File: config.mk
export PLATFORM = sky130hd
export DESIGN_NAME = lss_cfg
export DESIGN_NICKNAME = d
export VERILOG_FILES = /design/src/hdl/lss_pkg.sv /design/src/hdl/lss_cfg.sv
export SDC_FILE = /design/constraint.sdc
export NUM_CORES = 1
export LEC_CHECK = 0
export ABC_CLOCK_PERIOD_IN_PS = 4910
export BUFFER_PORTS_ARGS = -buffer_cell sky130_fd_sc_hd__buf_4
export CORE_ASPECT_RATIO = 1.2
export CORE_MARGIN = 3
export CORE_UTILIZATION = 52
export CTS_BUF_LIST = sky130_fd_sc_hd__clkbuf_4 sky130_fd_sc_hd__clkbuf_8 sky130_fd_sc_hd__clkbuf_16
export DETAILED_ROUTE_END_ITERATION = 10
export MAX_ROUTING_LAYER = met4
export PLACE_DENSITY = 0.85
export SLEW_MARGIN = 20
export SYNTH_ARGS = -nofsm -noshare
export SYNTH_HDL_FRONTEND = slang
export SYNTH_SLANG_ARGS = --single-unit
export TNS_END_PERCENT = 10
File: constraint.sdc
create_clock -name i_clk -period 4.91 [get_ports i_clk]
set_clock_uncertainty 0.05 [all_clocks]
set_input_delay 0.982 -clock i_clk [delete_from_list [all_inputs] [get_ports i_clk]]
set_output_delay 0.982 -clock i_clk [all_outputs]
set_load 0.01 [all_outputs]
File: src/hdl/lss_pkg.sv
// Shared constants and types for the line substring search unit.
package lss_pkg;

    localparam int BYTE_W      = 8;
    localparam int LINE_W      = 32;
    localparam int LEN_W       = 5;
    localparam int CFG_DATA_W  = 64;
    localparam int CFG_INDEX_W = 2;
    localparam int REG_BYTES   = 16;
    localparam int WORD_BYTES  = 8;

    localparam logic [BYTE_W-1:0] NEWLINE_BYTE = 8'd10;
    localparam logic [BYTE_W-1:0] NUL_BYTE     = 8'd0;

    typedef enum logic [CFG_INDEX_W-1:0] {
        REG_PATTERN_LOW  = 2'd0,
        REG_PATTERN_HIGH = 2'd1,
        REG_PATTERN_LEN  = 2'd2
    } t_cfg_reg;

    // Result of processing one text byte.
    typedef struct packed {
        logic              hit;
        logic [LINE_W-1:0] line_number;
    } t_line_res;

endpackage

File: src/hdl/lss_cfg.sv
// Pattern registers and the derived per-position enable and last-byte masks.
module lss_cfg
    import lss_pkg::*;
#(
    parameter int PATTERN_MAX = 16
) (
    input  logic                                i_clk,
    input  logic                                i_rst_n,
    input  logic                                i_cfg_we,
    input  logic [CFG_INDEX_W-1:0]              i_cfg_index,
    input  logic [CFG_DATA_W-1:0]               i_cfg_data,
    output logic [PATTERN_MAX-1:0][BYTE_W-1:0]  o_pat_bytes,
    output logic [PATTERN_MAX-1:0]              o_enable,
    output logic [PATTERN_MAX-1:0]              o_last
);

    logic [CFG_DATA_W-1:0] r_pat_low;
    logic [CFG_DATA_W-1:0] r_pat_high;
    logic [LEN_W-1:0]      r_pat_len;

    always_ff @(posedge i_clk) begin
        if (!i_rst_n) begin
            r_pat_low  <= '0;
            r_pat_high <= '0;
            r_pat_len  <= '0;
        end else if (i_cfg_we) begin
            case (i_cfg_index)
                REG_PATTERN_LOW:  r_pat_low  <= i_cfg_data;
                REG_PATTERN_HIGH: r_pat_high <= i_cfg_data;
                REG_PATTERN_LEN:  r_pat_len  <= i_cfg_data[LEN_W-1:0];
                default: ;
            endcase
        end
    end

    // Positions beyond the sixteen stored bytes read as NUL, which ends the pattern.
    // A position is in use when it lies below the length and no NUL precedes or is it.
    for (genvar i = 0; i < PATTERN_MAX; i++) begin : g_pos
        if (i < WORD_BYTES) begin : g_low
            assign o_pat_bytes[i] = r_pat_low[i*BYTE_W +: BYTE_W];
        end else if (i < REG_BYTES) begin : g_high
            assign o_pat_bytes[i] = r_pat_high[(i-WORD_BYTES)*BYTE_W +: BYTE_W];
        end else begin : g_none
            assign o_pat_bytes[i] = NUL_BYTE;
        end

        if (i == 0) begin : g_first
            assign o_enable[i] = (int'(r_pat_len) > i) && (o_pat_bytes[i] != NUL_BYTE);
        end else begin : g_next
            assign o_enable[i] = (int'(r_pat_len) > i) && (o_pat_bytes[i] != NUL_BYTE)
                                 && o_enable[i-1];
        end

        if (i == PATTERN_MAX - 1) begin : g_top
            assign o_last[i] = o_enable[i];
        end else begin : g_mid
            assign o_last[i] = o_enable[i] && !o_enable[i+1];
        end
    end

endmodule

==> results summary <==
The worst relative slew slack came out at 27.2%. The final count of hold timing violations came out at 0. In this run the register-to-register setup slack is 3.95 ns.

The met1 track demand over resource in global routing is 34.9%. The unique cell type count in the Yosys netlist is 47. The die covers 12200 sq um. The worst setup path is launched from a flip-flop. dfxtp_1 takes more of the synthesized area than any other cell. The maximum ir drop on the vdd rail came out at 0.271 mV.

Global routing finished with a remaining overflow of 0. The area share of the largest cell type after synthesis is 47.0%. STA puts the critical path data arrival time at 2.52 ns. By instance count, the leading cell after synthesis is nand2_1.

The worst-case hold slack is 0.431 ns. After global routing, the most crowded layer is met2. The initial standard-cell utilization of the core came out at 53.6%. The x dimension of the die came out at 101 um. The highest net fanout along the worst path came out at 13. For this run, the detailed router's first-pass iteration total came to 5. After clock tree synthesis, the clock-pin slew on the worst setup and hold paths is 0.06 ns.

The count of cells resized by post-cts repair came out at 0. The number of rows created at floorplan is 41. The worst hold path begins at r_pat_low[46].

The cell depth of the worst min-delay path came out at 2. The buffering stage count on the worst path with inverters included came out at 1. Counting flops with a built-in enable in the synthesized netlist gives 0.

STA classifies the critical path endpoint as an output port. In this run the critical register-to-register path is captured at r_pat_len[4]. The path with the worst hold slack has its endpoint at r_pat_low[46]. The number of antenna violations at the first check in global routing came out at 0.

Counting flops with an async set or reset pin after synthesis yields a share of 0%. Counting cells, the worst reg-to-reg path comes to 2. The worst register-to-register path begins at r_pat_len[4]. Summing the areas of all xor and xnor instances in the mapped netlist gives 0% of the synthesized area. Once detail routing completed, the nets flagged for antenna violations numbered 0. The run finished with clean final reports. The power density over cell area came out at 351 nW/um^2. The count of antenna diodes in the layout came out at 0.

The largest stage delay on the critical path came out at 0.58 ns. For met3 alone, demand over resource in global routing was 7.79%. The number of DRC violations after detailed-routing iteration 0 came out at 316.

The remaining design rule violation count is 0. The post-synthesis area per instance came out at 8.11 sq um. The routed wire length came out at 17.8 mm.

The share of post-route cells with drive strength above 1 is 30.9%. The post-synthesis adder-cell area fraction came out at 0%. The average vias per placed instance came out at 5.55.

The share of synthesized area spent on multiplexers is 0.883%. The kind of cell adding the most delay to the critical path is simple AND/OR/NAND/NOR gates. The wire length of the first global-routing pass came out at 28.2 mm. After layout, the worst path uses 72.3% of the clock period. By area the synthesized netlist is led by dfxtp_1, nand2_1, a21boi_0. The H-tree was split into 4 levels. At the end of routability-driven placement, the weighted congestion stood at 0.902. Sorting the synthesized cells by how often they occur yields nand2_1, dfxtp_1, a21boi_0, clkbuf_1, nor4_1. The critical path class is reg2out. The maximum buffer depth of the clock tree is 2. The transition at the pin with the smallest max-transition slack came out at 1.09 ns.

The via count came out at 5802. The simple-gate portion of the synthesized area came out at 28.5%. The count of hold buffers inserted by post-cts repair came out at 0. The layout overhead on the synthesized area is 41.7%. The setup fix buffers added after clock tree synthesis came out at 0. The top-level port count came out at 229.

The critical path goes through o21ai_1 > a22oi_1 > and3_1 > nand4_4 > nor3b_1 > buf_4. The vertical extent of the die came out at 120 um. Entering global routing, the biggest net connects 134 pins. The post-layout worst setup margin came out at 1.36 ns. The max-cap check violation count came out at 0. At the placement stage, the worst setup path has a slack of 1.84 ns. The routing usage on met2 is 49.1%. After floorplanning, the core was sized to cover 10600 sq um. The count of warnings emitted by yosys is 0. Setup repair after global routing left no endpoint under its margin. The leakage dissipation is 0.00340 uW. The cell area after layout is 8040 sq um. The clock latency reported for the late side of the worst-skew pair came out at 0.40 ns.

The largest individual stage delay along the critical path comes from the cell dfxtp_1. The placed wire-length estimate came out at 13.0 mm. The sequential-to-total area share from yosys stat is 47.0%. The number of max-slew violations in the final report is 0.

The tightest min-delay check is of the reg2reg type. The number of global-route vias before repair is 5618. The number of flip-flops and latches in the synthesized netlist came out at 133.

The count of port buffers added during placement is 228. For this run, the leading register cell type out of synthesis is dfxtp_1. The synthesized cell area came out at 5670 sq um. The fraction of the mapped netlist area in compound gates came out at 19.6%. After routing, the total negative slack on setup checks comes to 0 ns.

For this design, the sink count on the clock tree is 133. The cell count after synthesis came out at 699. By area, the combinational part of the netlist is dominated by simple AND/OR/NAND/NOR gates. Clock tree synthesis selected as its root buffer the cell clkbuf_16.

The number of buffers created by CTS is 17. The net count of the mapped netlist came out at 768. The shortest clock period the worst path allows after layout is 3.55 ns.

The data required time of the critical path is 3.88 ns. The overall routing resource usage came out at 30.0%. The area of placed instances came out at 7380 sq um. At the end of the flow, the number of nets in the layout was 973. Setup violations remaining at the end of the flow were counted as 0. The mean routed wirelength per cell is 17.0 um. TritonCTS built the clock tree.

The peak clock frequency supported by timing came out at 282 MHz.
worst register-to-register path: cells and delay by family (launching register included):
family / cells / cell delay, ns
multiplexers: 1 / 0.15
flip-flops: 1 / 0.57
AND/OR/NAND/NOR: 1 / 0.12
routing by layer:
layer  up-vias  part of all wire (%)
met5         -                     0
met4         0                   3.4
met3        50                   8.3
met2       257                    49
met1      2745                    40
li1       2750                     -
kinds of logic (layout without fill, tap and decap cells):
kind of cell           count (synthesis)  count (layout)
buffers and inverters                 51             269
flip-flops                           133             133
AND/OR/NAND/NOR                      362             362
multiplexers                           5               5
AO/OA/AOI/OAI                        148             148
through the flow:
stage,util (%),instances,power (uW)
CTS,76.0,1046,2830
floorplan,-,699,1300
finish,76.0,1046,2820
detailed placement,69.8,1014,1460
global route,76.0,1046,2920
global placement,69.8,1014,1450
placed cells by master (no fill, tap or decap), types with 5 or more instances in the layout:
master / synthesis / final
clkbuf_16: 0 / 17
mux2i_1: 5 / 5
dfxtp_1: 133 / 133
nor2_1: 15 / 14
buf_4: 3 / 233
nor3_1: 7 / 7
a21boi_0: 129 / 129
or4_1: 8 / 8
nor2b_1: 11 / 11
nand3_1: 6 / 6
nand2_1: 267 / 267
nor4_1: 23 / 23
a21oi_1: 6 / 6
clkbuf_8: 0 / 5
report_power, final:
part / internal, uW / switching [uW] / total [uW]
Combinational: 137 / 152 / 289
Sequential: 1120 / 32.6 / 1150
Clock: 935 / 450 / 1390
Total: 2190 / 635 / 2820
final cells by class:
cell class                 count  area (sq um)
multi-input combinational    515          2790
fill                         781          2530
tap                          129           161
timing repair buffer         233          1750
clock buffer                  25           517
sequential                   133          2660
clock inverter                 7           141
inverter                       4          15.0
how the worst max path moves through the flow:
| stage | end | startpoint | cells after the start | slack (ns) |
|---|---|---|---|---|
| 2_1_floorplan | o_last[15] | r_pat_low[12] | 7 | 2.21 |
| 3_3_place_gp | o_last[10] | r_pat_len[4] | 6 | 1.97 |
| 3_5_place_dp | o_last[10] | r_pat_len[4] | 6 | 1.84 |
| 4_1_cts | o_last[10] | r_pat_len[1] | 6 | 1.39 |
| 5_1_grt | o_last[10] | r_pat_len[4] | 6 | 1.24 |
| 6_report | o_last[10] | r_pat_len[1] | 6 | 1.36 |
sequential cells by signal (all words and copies together) (netlist names):
register,cells
r_pat_len,5
r_pat_low,64
r_pat_high,64
Power figures use the tool's default switching activity.
