**src/hdl/lss_pkg.sv**
```systemverilog
// Shared constants and types for the line substring search unit.
package lss_pkg;

    localparam int BYTE_W      = 8;
    localparam int LINE_W      = 32;
    localparam int LEN_W       = 5;
    localparam int CFG_DATA_W  = 64;
    localparam int CFG_INDEX_W = 2;
    localparam int REG_BYTES   = 16;
    localparam int WORD_BYTES  = 8;

    localparam logic [BYTE_W-1:0] NEWLINE_BYTE = 8'd10;
    localparam logic [BYTE_W-1:0] NUL_BYTE     = 8'd0;

    typedef enum logic [CFG_INDEX_W-1:0] {
        REG_PATTERN_LOW  = 2'd0,
        REG_PATTERN_HIGH = 2'd1,
        REG_PATTERN_LEN  = 2'd2
    } t_cfg_reg;

    // Result of processing one text byte.
    typedef struct packed {
        logic              hit;
        logic [LINE_W-1:0] line_number;
    } t_line_res;

endpackage

```
**src/hdl/lss_core.sv**
```systemverilog
// Per-line search state and the shift-and update for one text byte.
module lss_core
    import lss_pkg::*;
#(
    parameter int PATTERN_MAX = 16
) (
    input  logic                                i_clk,
    input  logic                                i_rst_n,
    input  logic                                i_step,
    input  logic [BYTE_W-1:0]                   i_byte,
    input  logic [PATTERN_MAX-1:0][BYTE_W-1:0]  i_pat_bytes,
    input  logic [PATTERN_MAX-1:0]              i_enable,
    input  logic [PATTERN_MAX-1:0]              i_last,
    output t_line_res                           o_res
);

    logic [PATTERN_MAX-1:0] r_match;
    logic                   r_found;
    logic                   r_has_bytes;
    logic                   r_nul_seen;
    logic [LINE_W-1:0]      r_count;

    logic [PATTERN_MAX-1:0] n_match;
    logic                   n_found;
    logic                   n_has_bytes;
    logic                   n_nul_seen;
    logic [LINE_W-1:0]      n_count;
    logic                   is_newline;
    logic                   nul_now;
    logic [PATTERN_MAX-1:0] shifted;

    assign is_newline = (i_byte == NEWLINE_BYTE);
    assign nul_now    = r_nul_seen || (i_byte == NUL_BYTE);

    for (genvar i = 0; i < PATTERN_MAX; i++) begin : g_shift
        if (i == 0) begin : g_first
            assign shifted[i] = i_enable[i] && (i_pat_bytes[i] == i_byte);
        end else begin : g_next
            assign shifted[i] = i_enable[i] && r_match[i-1] && (i_pat_bytes[i] == i_byte);
        end
    end

    always_comb begin
        n_match     = r_match;
        n_found     = r_found;
        n_has_bytes = 1'b1;
        n_nul_seen  = nul_now;
        n_count     = r_count;
        if (is_newline) begin
            n_match     = '0;
            n_found     = 1'b0;
            n_has_bytes = 1'b0;
            n_nul_seen  = 1'b0;
            n_count     = (r_count == '1) ? r_count : r_count + 1'b1;
        end else if (!nul_now) begin
            n_match = shifted;
            n_found = r_found || ((shifted & i_last) != '0);
        end
    end

    // An empty pattern leaves position zero unused and matches any nonempty line.
    assign o_res.hit         = is_newline && r_has_bytes && (r_found || !i_enable[0]);
    assign o_res.line_number = n_count;

    always_ff @(posedge i_clk) begin
        if (!i_rst_n) begin
            r_match     <= '0;
            r_found     <= 1'b0;
            r_has_bytes <= 1'b0;
            r_nul_seen  <= 1'b0;
            r_count     <= '0;
        end else if (i_step) begin
            r_match     <= n_match;
            r_found     <= n_found;
            r_has_bytes <= n_has_bytes;
            r_nul_seen  <= n_nul_seen;
            r_count     <= n_count;
        end
    end

endmodule

```
**config.mk**
```make
export PLATFORM = sky130hd
export DESIGN_NAME = lss_core
export DESIGN_NICKNAME = d
export VERILOG_FILES = /design/src/hdl/lss_pkg.sv /design/src/hdl/lss_core.sv
export SDC_FILE = /design/constraint.sdc
export NUM_CORES = 1
export LEC_CHECK = 0
export BUFFER_PORTS_ARGS = -buffer_cell sky130_fd_sc_hd__buf_4
export CAP_MARGIN = 10
export CORE_ASPECT_RATIO = 0.6
export CORE_MARGIN = 1
export CORE_UTILIZATION = 52
export CTS_BUF_LIST = sky130_fd_sc_hd__clkbuf_4 sky130_fd_sc_hd__clkbuf_8 sky130_fd_sc_hd__clkbuf_16
export DETAILED_ROUTE_END_ITERATION = 10
export PLACE_DENSITY_LB_ADDON = 0.05
export REMOVE_ABC_BUFFERS = 1
export SETUP_SLACK_MARGIN = 0.3
export SKIP_LAST_GASP = 1
export SYNTH_ARGS = -nofsm -noshare
export SYNTH_HDL_FRONTEND = slang
export SYNTH_SLANG_ARGS = --single-unit
```
**constraint.sdc**
```tcl
create_clock -name i_clk -period 8.31 [get_ports i_clk]
set_input_delay 2.0775 -clock i_clk [delete_from_list [all_inputs] [get_ports i_clk]]
set_output_delay 2.0775 -clock i_clk [all_outputs]
set_load 0.02 [all_outputs]
```
==> results by stage, run 1 <==
Power:
- In this run the power spent charging and discharging nets is ~0.16 mW.
- Combinational cells account for between 20% and 30% of the total power.
- The share of total power dissipated in sequential elements is ~38%.
- Dividing total power by cell area gives a power density of 103 nW/µm².
- The clock share of power is a little under two fifths.
- The maximum ir drop on the vdd rail is roughly 0.075 mV.
- The analysis attributes to cell leakage a power of ~2.7 nW.
- The internal portion of the total power is roughly 0.48 mW.
- The switching share of total power is approximately a quarter.

Critical path:
- The largest fanout of any net on the critical path is 17.
- On the critical path, the stage with the largest delay is an instance of sky130_fd_sc_hd__nand2b_1.
- In this run the critical register-to-register path is captured at r_count[25]$_SDFFE_PN0P_.
- The depth of the worst register-to-register path is 6.
- The arrival time at the worst endpoint is ~4.2 ns.
- STA classifies the critical path endpoint as an output pin.
- The register-to-register path setup slack is ~5.6 ns.
- The required time of the critical path is approximately 6.2 ns.
- In this design, the critical path's most frequently occurring cell is sky130_fd_sc_hd__buf_4.
- In this run the critical register-to-register path is launched from r_count[0]$_SDFFE_PN0P_.
- The worst setup path is launched from a primary input.
- The highest cell delay on the worst timing path is approximately 0.4 ns.
- The kind of critical path is primary input to output pin.
- Traced cell by cell, the critical path runs through buf_4 > nor4_4 > nand4_4 > nand2b_1 > nor3_2 > nand3_1 > xnor2_1 > buf_4.

Timing:
- The setup total negative slack is 0 ns.
- The total count of hold-check failures in the final report is 0.
- The slew at the pin closest to its max-slew limit is roughly 1.1 ns.
- The final setup skew is ~0.0066 ns.
- The total setup violations reported at the end of the flow is 0.
- The final number of max-transition violations is 0.
- Setup repair after global routing left no endpoint under its margin.
- The normalized max-slew margin is around 24%.
- After layout, the worst path uses between 70 and 80% of the clock period.
- Derived from the worst setup path, the maximum achievable clock frequency is ~160 MHz.
- The shortest period the worst path allows is between 6 and 7 ns.

Floorplan:
- The width of the die is 123 µm.
- The initial utilization of the core area, before any placement, comes to a little over half.
- The vertical die dimension is 74.9 µm.
- The area of the core is about 8600 µm².
- The total die area is approximately 9000 µm².
- The number of I/O pins is between 200 and 250.
- The floorplan has 26 rows.

Logic synthesis:
- Counting flops with an async set or reset pin after synthesis yields a share of 0%.
- The largest total area in the synthesized netlist belongs to sky130_fd_sc_hd__dfxtp_1.
- The fraction of synthesized cell area taken by the top area cell type is 21.8%.
- The count of flip-flops with a built-in enable after synthesis is 0.
- During synthesis, Yosys emitted a total of 0 warnings.
- Counting distinct cell types in the post-synthesis netlist gives 50.
- The number of synthesized register bits is 50.
- Sorting the synthesized cells by area gives the leading types as sky130_fd_sc_hd__dfxtp_1 (22%), sky130_fd_sc_hd__xnor2_1 (18%), sky130_fd_sc_hd__xor2_1 (18%).
- The sequential fraction of the synthesis area is between 20% and 30%.
- The main flop type after synthesis is sky130_fd_sc_hd__dfxtp_1.
- Synthesis produced approximately 560 cells.
- The synthesized area per cell is 8.20 µm².
- After synthesis the cells add up to 4600 µm².

Placement:
- Port buffering added between 200 and 250 buffers.
- The placer congestion estimate is ~0.93.
- The HPWL after detailed placement is between 10 and 15 mm.
- The total placed cells including tap cells is 839.

Clocking:
- In this run, post-CTS repair resized a total of 0 instances.
- Post-CTS timing repair inserted 0 buffers for setup.
- The tree is rooted in a sky130_fd_sc_hd__clkbuf_16.
- The clock-pin slew on the worst setup and hold paths is roughly 0.070 ns.
- After clock tree synthesis, the flow added hold-fix buffers numbering 0.
- The H-tree was split into 2 levels.
- The clock drives 50 sinks.
- TritonCTS built the clock tree.
- The number of clock buffers inserted by TritonCTS is 5.
- The maximum number of buffers from clock root to sink is 2.
- For the worst-skew pair, the clock arrives at the later sink with an insertion delay of 0.29 ns.

Drt:
- The detailed router placed 4743 vias in this run.
- The ratio of routed vias to standard cells is about 5.6.
- The remaining antenna violation count is 0.
- Dividing the detail-routed wire length by the instance count gives around 17 µm.
- The number of remaining DRC errors is 0.
- The final wirelength is ~15 mm.
- The count of TritonRoute iterations in the first routing pass is 5.
- The number of design-rule violations left by the first detailed-router iteration is between 200 and 300.

Layout:
- The most common cell after layout, fill and taps aside is sky130_fd_sc_hd__buf_4.
- For this run, the post-layout net count is approximately 910.
- The finished layout holds 846 standard cells, fillers aside.
- The number of antenna diodes in the final layout is 0.
- The top cell types in the final layout, fill and taps aside, are sky130_fd_sc_hd__buf_4 (203), sky130_fd_sc_hd__xnor2_1 (96), sky130_fd_sc_hd__xor2_1 (92), sky130_fd_sc_hd__dfxtp_1 (50).
- The area growth from synthesis to layout is 35.8%.
- The layout filler cell count is 690.
- In the final layout, the share of cells above drive strength 1 is 30.7%.

Global route:
- The number of global-route vias before repair is roughly 4500.
- The sum of overflow across all layers after global routing is 0.
- The pin count of the biggest net entering global routing is between 50 and 60.
- The number of antenna violations at the first check in global routing was 0.
- The wire length of the first global-routing pass is around 22 mm.
- Global routing consumed, over all layers together, between 30% and 40% of the routing resources.

Min path:
- The worst hold path belongs to the class register to register.
- The startpoint of the worst hold path is r_has_bytes$_SDFFE_PN0P_.
- The terminating pin of the worst hold path is r_has_bytes$_SDFFE_PN0P_.
- Counting instances, the worst hold path has a depth of 2.

Run status:
- The flow ran to the end, and the final reports show no timing, DRC or antenna violations.

Run:
- Max-cap violations in this run came to 0.
## cell usage after synthesis, types with 2 or more instances
| cell type | number |
|---|---|
| sky130_fd_sc_hd__a21boi_0 | 4 |
| sky130_fd_sc_hd__a21boi_1 | 3 |
| sky130_fd_sc_hd__a21oi_1 | 2 |
| sky130_fd_sc_hd__a22oi_1 | 11 |
| sky130_fd_sc_hd__a32oi_1 | 3 |
| sky130_fd_sc_hd__and2_1 | 31 |
| sky130_fd_sc_hd__and3_1 | 21 |
| sky130_fd_sc_hd__and4_1 | 6 |
| sky130_fd_sc_hd__buf_2 | 23 |
| sky130_fd_sc_hd__buf_6 | 3 |
| sky130_fd_sc_hd__clkbuf_1 | 9 |
| sky130_fd_sc_hd__dfxtp_1 | 50 |
| sky130_fd_sc_hd__inv_1 | 5 |
| sky130_fd_sc_hd__nand2_1 | 35 |
| sky130_fd_sc_hd__nand2b_1 | 2 |
| sky130_fd_sc_hd__nand3_1 | 35 |
| sky130_fd_sc_hd__nand4_1 | 29 |
| sky130_fd_sc_hd__nor2_1 | 16 |
| sky130_fd_sc_hd__nor2b_1 | 14 |
| sky130_fd_sc_hd__nor3_1 | 26 |
| sky130_fd_sc_hd__nor3_2 | 2 |
| sky130_fd_sc_hd__nor4_1 | 12 |
| sky130_fd_sc_hd__o21ai_0 | 3 |
| sky130_fd_sc_hd__o32ai_1 | 2 |
| sky130_fd_sc_hd__or2_2 | 2 |
| sky130_fd_sc_hd__or3_1 | 2 |
| sky130_fd_sc_hd__xnor2_1 | 96 |
| sky130_fd_sc_hd__xor2_1 | 92 |
## flip-flops by register name, indices dropped and copies added (netlist names)
register / count
r_count: 32
r_match: 15
r_found: 1
r_has_bytes: 1
r_nul_seen: 1
## layer usage
| layer | vias to the layer above | share of wire [%] | GRT usage, % |
|---|---|---|---|
| li1 | 2269 | - | - |
| met4 | 0 | 1.4 | 7.50 |
| met3 | 19 | 6.7 | 5.08 |
| met5 | - | 0 | 0 |
| met1 | 2263 | 46 | 41.9 |
| met2 | 192 | 46 | 51.8 |
## cell type report
type / count / area [µm²] / share of cell area (%)
multi-input cells: 469 / 3400 / 54.4
repair buffers: 203 / 1520 / 24.4
flip-flops and latches: 50 / 1000 / 16.0
well taps: 112 / 140 / 2.24
clock buffers: 6 / 139 / 2.22
clock inverters: 1 / 30.0 / 0.480
inverters: 5 / 18.8 / 0.300
## worst max-delay path by stage
| stage | from | to | slack, ns | cells after the start |
|---|---|---|---|---|
| 5_1_grt | i_byte[7] | o_res[11] | 1.81 | 8 |
| 6_report | i_byte[7] | o_res[11] | 1.99 | 8 |
| 3_3_place_gp | i_byte[7] | o_res[17] | 2.08 | 8 |
| 3_5_place_dp | i_byte[7] | o_res[11] | 2.01 | 8 |
| 2_1_floorplan | i_byte[7] | o_res[27] | 2.48 | 6 |
| 4_1_cts | i_byte[7] | o_res[11] | 2.00 | 8 |
## kinds of logic after synthesis
family	after synthesis	synth area share, %
simple gates	241	30.6
xor+xnor	188	35.8
flops	50	21.8
buf+inv	42	4.62
compound gates	38	6.77
mux	1	0.218
fa+ha+maj	1	0.272
## worst max-delay path: cells and delay by family
kind          cells  cell delay, ns
xor+xnor          1            0.19
buf+inv           2            0.39
simple gates      5            1.59
## metrics by stage
| stage | cell area (µm²) | utilization, % | setup slack (ns) | total power, mW | hold WS [ns] |
|---|---|---|---|---|---|
| 6_report | 6250 | 73.0 | 1.99 | 0.641 | 0.466 |
| 3_5_place_dp | 6080 | 71.1 | 2.01 | 0.405 | 0.447 |
| 5_1_grt | 6250 | 73.0 | 1.81 | 0.664 | 0.518 |
| 2_1_floorplan | 4410 | - | 2.48 | 0.305 | 0.428 |
| 4_1_cts | 6250 | 73.0 | 2.00 | 0.642 | 0.463 |
| 3_3_place_gp | 6080 | 71.1 | 2.08 | 0.400 | 0.440 |
## power groups by stage
stage | logic, mW | registers, mW | clock network (mW)
6_report | 0.160 | 0.241 | 0.240
5_1_grt | 0.172 | 0.241 | 0.251
4_1_cts | 0.160 | 0.241 | 0.242
3_5_place_dp | 0.159 | 0.246 | 0
3_3_place_gp | 0.154 | 0.246 | 0
2_1_floorplan | 0.0595 | 0.246 | 0
(Power assumes the default switching activity.)
==> run 2, diff against run 1 <==
--- a/config.mk
+++ b/config.mk
@@ -5,11 +5,12 @@
 export SDC_FILE = /design/constraint.sdc
 export NUM_CORES = 1
 export LEC_CHECK = 0
+export ABC_AREA = 1
 export BUFFER_PORTS_ARGS = -buffer_cell sky130_fd_sc_hd__buf_4
 export CAP_MARGIN = 10
 export CORE_ASPECT_RATIO = 0.6
 export CORE_MARGIN = 1
-export CORE_UTILIZATION = 52
+export CORE_UTILIZATION = 46
 export CTS_BUF_LIST = sky130_fd_sc_hd__clkbuf_4 sky130_fd_sc_hd__clkbuf_8 sky130_fd_sc_hd__clkbuf_16
 export DETAILED_ROUTE_END_ITERATION = 10
 export PLACE_DENSITY_LB_ADDON = 0.05
==> constraint.sdc (replaced) <==
create_clock -name i_clk -period 5.3 [get_ports i_clk]
set_input_delay 1.325 -clock i_clk [delete_from_list [all_inputs] [get_ports i_clk]]
set_output_delay 1.325 -clock i_clk [all_outputs]
set_load 0.02 [all_outputs]
==> results by stage, run 2 <==
Run status:
- Status: complete, no violations (unchanged).

Placement:
- The HPWL after detailed placement came to 15.4 mm (was 11.2 mm).
- The area of placed instances is 6960 µm² (was 6080 µm²).
- The worst slack at placement came to 0.696 ns (was 2.01 ns).
- The number of I/O port buffers was 203 (unchanged).
- The placer congestion estimate is 0.929 (was 0.932).

Timing:
- The normalized max-slew margin is 40.2% (was 24.2%).
- The total setup violations reported at the end of the flow is 0 (unchanged).
- Setup repair after global routing missed its margin: no (unchanged).
- The setup total negative slack is 0 ns (unchanged).
- The final number of max-transition violations is 0 (unchanged).
- The total count of hold-check failures in the final report is 0 (unchanged).
- In the finished design, the share of the clock period the worst path needs comes to about 88%.
- The highest achievable clock rate is between 200 and 250 MHz.
- The final setup skew is 0.00602 ns (was 0.00659 ns).
- The routed design could run at a clock period as short as ~4.7 ns.
- The slack of the critical path is 0.649 ns (was 1.99 ns).
- The slew at the pin closest to its max-slew limit was 0.897 ns (was 1.14 ns).

Layout:
- The final instance area came to 7130 µm² (was 6250 µm²).
- The growth of design area from synthesis to finish is 32.6% (was 35.8%).
- The register bank with the most flops was r_count (unchanged).
- The flip-flop count of the largest register after layout is 32 (unchanged).
- Commonest non-fill, non-tap cells in the layout: sky130_fd_sc_hd__nand2_1 (332), sky130_fd_sc_hd__buf_4 (206), sky130_fd_sc_hd__inv_1 (151), sky130_fd_sc_hd__nor2_1 (122), sky130_fd_sc_hd__nand3_1 (55) (was sky130_fd_sc_hd__buf_4 (203), sky130_fd_sc_hd__xnor2_1 (96), sky130_fd_sc_hd__xor2_1 (92), sky130_fd_sc_hd__dfxtp_1 (50)).
- The share of final-layout standard cells stronger than drive strength 1 is 21.4% (was 30.7%).
- The most common cell after layout, fill and taps aside is sky130_fd_sc_hd__nand2_1 (was sky130_fd_sc_hd__buf_4).
- The final layout net count is 1356 (was 906).
- The count of antenna diodes in the layout was 0 (unchanged).
- The end-of-flow core utilization is 62.9% (was 73.0%).
- Largest registers in the final layout: r_count (32), r_match (15) (unchanged).

Drt:
- The routed wirelength normalized by instance count is 14.5 µm (was 17.2 µm).
- The ratio of routed vias to standard cells is 4.97 (was 5.61).
- The number of design-rule violations left by the first detailed-router iteration is 649 (was 269).
- The number of remaining DRC errors was 0 (unchanged).
- The total number of vias came to 6688 (was 4743).
- The final wirelength is 19.6 mm (was 14.5 mm).
- The remaining antenna violation count is 0 (unchanged).
- The count of TritonRoute iterations in the first routing pass is 6 (was 5).

Critical path:
- The slowest library cell on the worst path is sky130_fd_sc_hd__inv_2 (was sky130_fd_sc_hd__nand2b_1).
- The largest fanout of any net on the critical path is 28 (was 17).
- The most frequent cell on the critical path is sky130_fd_sc_hd__buf_4 (unchanged).
- Crit-path cells: buf_4 > inv_2 > nand4_2 > nor3_2 > nand3_2 > clkinv_4 > nand2_8 > inv_4 > nand2_2 > xor2_1 > inv_1 > buf_4 (was buf_4 > nor4_4 > nand4_4 > nand2b_1 > nor3_2 > nand3_1 > xnor2_1 > buf_4).
- The startpoint type of the worst setup path is a primary input (unchanged).
- The sort of element at the end of the critical path is an output pin (unchanged).
- The depth of the worst register-to-register path is 10 (was 6).
- The required time of the critical path came to 3.97 ns (was 6.23 ns).
- The arrival time at the worst endpoint came to 3.33 ns (was 4.24 ns).
- The kind of critical path is primary input to output pin (unchanged).
- The highest cell delay on the worst timing path is 0.30 ns (was 0.41 ns).

Logic synthesis:
- The fraction of synthesized cell area taken by the top area cell type is 23.2% (was 21.8%).
- The cell area after synthesis is 5380 µm² (was 4600 µm²).
- The synthesized area per cell is 5.35 µm² (was 8.20 µm²).
- The count of warnings emitted by yosys is 0 (unchanged).
- The number of synthesized register bits came to 50 (unchanged).
- The main flop type after synthesis is sky130_fd_sc_hd__dfxtp_1 (unchanged).
- The most numerous cell in the Yosys netlist was sky130_fd_sc_hd__nand2_1 (was sky130_fd_sc_hd__xnor2_1).
- The count of flip-flops with a built-in enable after synthesis is 0 (unchanged).
- Cell types with the highest counts after synthesis: sky130_fd_sc_hd__nand2_1 (332), sky130_fd_sc_hd__inv_1 (151), sky130_fd_sc_hd__nor2_1 (122), sky130_fd_sc_hd__nand3_1 (55), sky130_fd_sc_hd__a21oi_1 (54) (was sky130_fd_sc_hd__xnor2_1 (96), sky130_fd_sc_hd__xor2_1 (92), sky130_fd_sc_hd__dfxtp_1 (50), sky130_fd_sc_hd__nand2_1 (35), sky130_fd_sc_hd__nand3_1 (35)).
- The sequential fraction of the synthesis area was 18.6% (was 21.8%).
- The instance count of the mapped netlist is 1006 (was 561).
- The async set or reset register ratio after synthesis is 0% (unchanged).
- The most area-hungry cell type in the Yosys netlist is sky130_fd_sc_hd__nand2_1 (was sky130_fd_sc_hd__dfxtp_1).
- Cells taking the most area after synthesis: sky130_fd_sc_hd__nand2_1 (23%), sky130_fd_sc_hd__dfxtp_1 (19%), sky130_fd_sc_hd__inv_1 (11%) (was sky130_fd_sc_hd__dfxtp_1 (22%), sky130_fd_sc_hd__xnor2_1 (18%), sky130_fd_sc_hd__xor2_1 (18%)).
- The distinct cell type count after synthesis is 39 (was 50).

Floorplan:
- The number of I/O pins came to 204 (unchanged).
- The width of the die is 142 µm (was 123 µm).
- The area of the core is 11300 µm² (was 8560 µm²).
- The effective utilization at floorplan is 47.5% (was 53.8%).
- The vertical die dimension was 85.8 µm (was 74.9 µm).
- The total die area is 12100 µm² (was 9240 µm²).
- The placement row count is 30 (was 26).

Min path:
- The worst hold path class is register to register (unchanged).
- The cell count of the worst hold path was 2 (unchanged).

Global route:
- The combined global-route utilization of all metal layers is 32.1% (was 30.9%).
- The pin count of the biggest net entering global routing is 51 (unchanged).
- The number of global-route vias before repair is 5743 (was 4471).
- The wire length of the first global-routing pass is 30.1 mm (was 21.9 mm).
- The sum of overflow across all layers after global routing was 0 (unchanged).
- The number of antenna violations at the first check in global routing is 0 (unchanged).

Clocking:
- The deepest level of the CTS H-tree is 2 (unchanged).
- The clock insertion delay at the later pin of the skew report is 0.30 ns (was 0.29 ns).
- The number of setup buffers added after CTS came to 0 (unchanged).
- The clock-pin slew on the worst setup and hold paths is 0.07 ns (about the same).
- The number of clock buffers inserted by TritonCTS came to 5 (unchanged).
- The cell chosen for the clock root is sky130_fd_sc_hd__clkbuf_16 (unchanged).
- The CTS sink count is 50 (unchanged).
- The TritonCTS clock tree is built (unchanged).
- The total of cells resized after clock tree synthesis was 0 (unchanged).
- The number of hold buffers added after cts is 0 (unchanged).
- The maximum number of buffers from clock root to sink is 2 (unchanged).

Run:
- The max-cap check violation count is 0 (unchanged).

Power:
- The overall power of the completed layout is 1.18 mW (was 0.641 mW).
- The leakage power summed over all cells came to 3.79 nW (was 2.68 nW).
- The power density over cell area is 166 nW/µm² (was 103 nW/µm²).
- The maximum ir drop on the vdd rail is 0.127 mV (was 0.0750 mV).
-- run 2: cell count changes after synthesis, moves of 19 or more --
cell / previous run / this run
sky130_fd_sc_hd__nand3_1: 35 / 55
sky130_fd_sc_hd__a21oi_1: 2 / 54
sky130_fd_sc_hd__nor2_1: 16 / 122
sky130_fd_sc_hd__inv_1: 5 / 151
sky130_fd_sc_hd__o21ai_0: 3 / 45
sky130_fd_sc_hd__o21ai_1: 1 / 25
sky130_fd_sc_hd__xnor2_1: 96 / 12
sky130_fd_sc_hd__and2_1: 31 / 0
sky130_fd_sc_hd__xor2_1: 92 / 45
sky130_fd_sc_hd__and3_1: 21 / 1
sky130_fd_sc_hd__nand4_1: 29 / 10
sky130_fd_sc_hd__nand2_1: 35 / 332
-- run 2: layer usage --
layer,vias to the layer above,global-route usage [%],part of all wire [%]
met5,-,0,0
met4,0,3.13,0.38
met3,7,8.04,12
met2,353,45.3,38
met1,2888,49.5,49
li1,3440,-,-
-- run 2: kinds of logic (layout without fill, tap and decap cells) --
logic type | Yosys count | in the layout | synth area share (%)
and+or+nand+nor | 565 | 565 | 44.3
buffers and inverters | 199 | 378 | 14.7
AOI/OAI and AO/OA | 134 | 134 | 13.0
xor gates and xnor gates | 57 | 57 | 9.28
DFF | 50 | 50 | 18.6
adders and majority gates | 1 | 1 | 0.233
-- run 2: stage by stage --
step | hold WS [ns] | instances
CTS | 0.457 | 1345
floorplan | 0.433 | 971
global placement | 0.447 | 1337
global route | 0.476 | 1345
finish | 0.464 | 1345
detailed placement | 0.448 | 1337
-- run 2: final cells by class --
type / count / area (µm²)
clock buffer: 5 / 125
clock inverter: 3 / 43.8
fill: 1178 / 4200
inverter: 164 / 626
multi-input combinational: 757 / 3590
sequential: 50 / 1000
tap: 160 / 200
timing repair buffer: 206 / 1550
-- run 2: critical path: cells and delay by family --
family                 cells  cell delay, ns
XOR/XNOR                   1            0.23
buffers and inverters      6            1.07
AND/OR/NAND/NOR            5            0.68
-- run 2: power breakdown --
group          total [mW]  internal (mW)  switching (mW)
logic               0.387          0.174           0.213
registers           0.410          0.392          0.0180
clock network       0.387          0.224           0.162
total                1.18          0.790           0.393
-- run 2: final timing paths --
path | to | slack, ns | startpoint
worst max register to register | r_count[16]$_SDFFE_PN0P_ | 3.09 | r_count[13]$_SDFFE_PN0P_
worst min register to register | r_found$_SDFFE_PN0P_ | 0.46 | r_found$_SDFFE_PN0P_
worst min-delay path | r_found$_SDFFE_PN0P_ | 0.46 | r_found$_SDFFE_PN0P_
worst max-delay path | o_res[16] | 0.65 | i_byte[7]
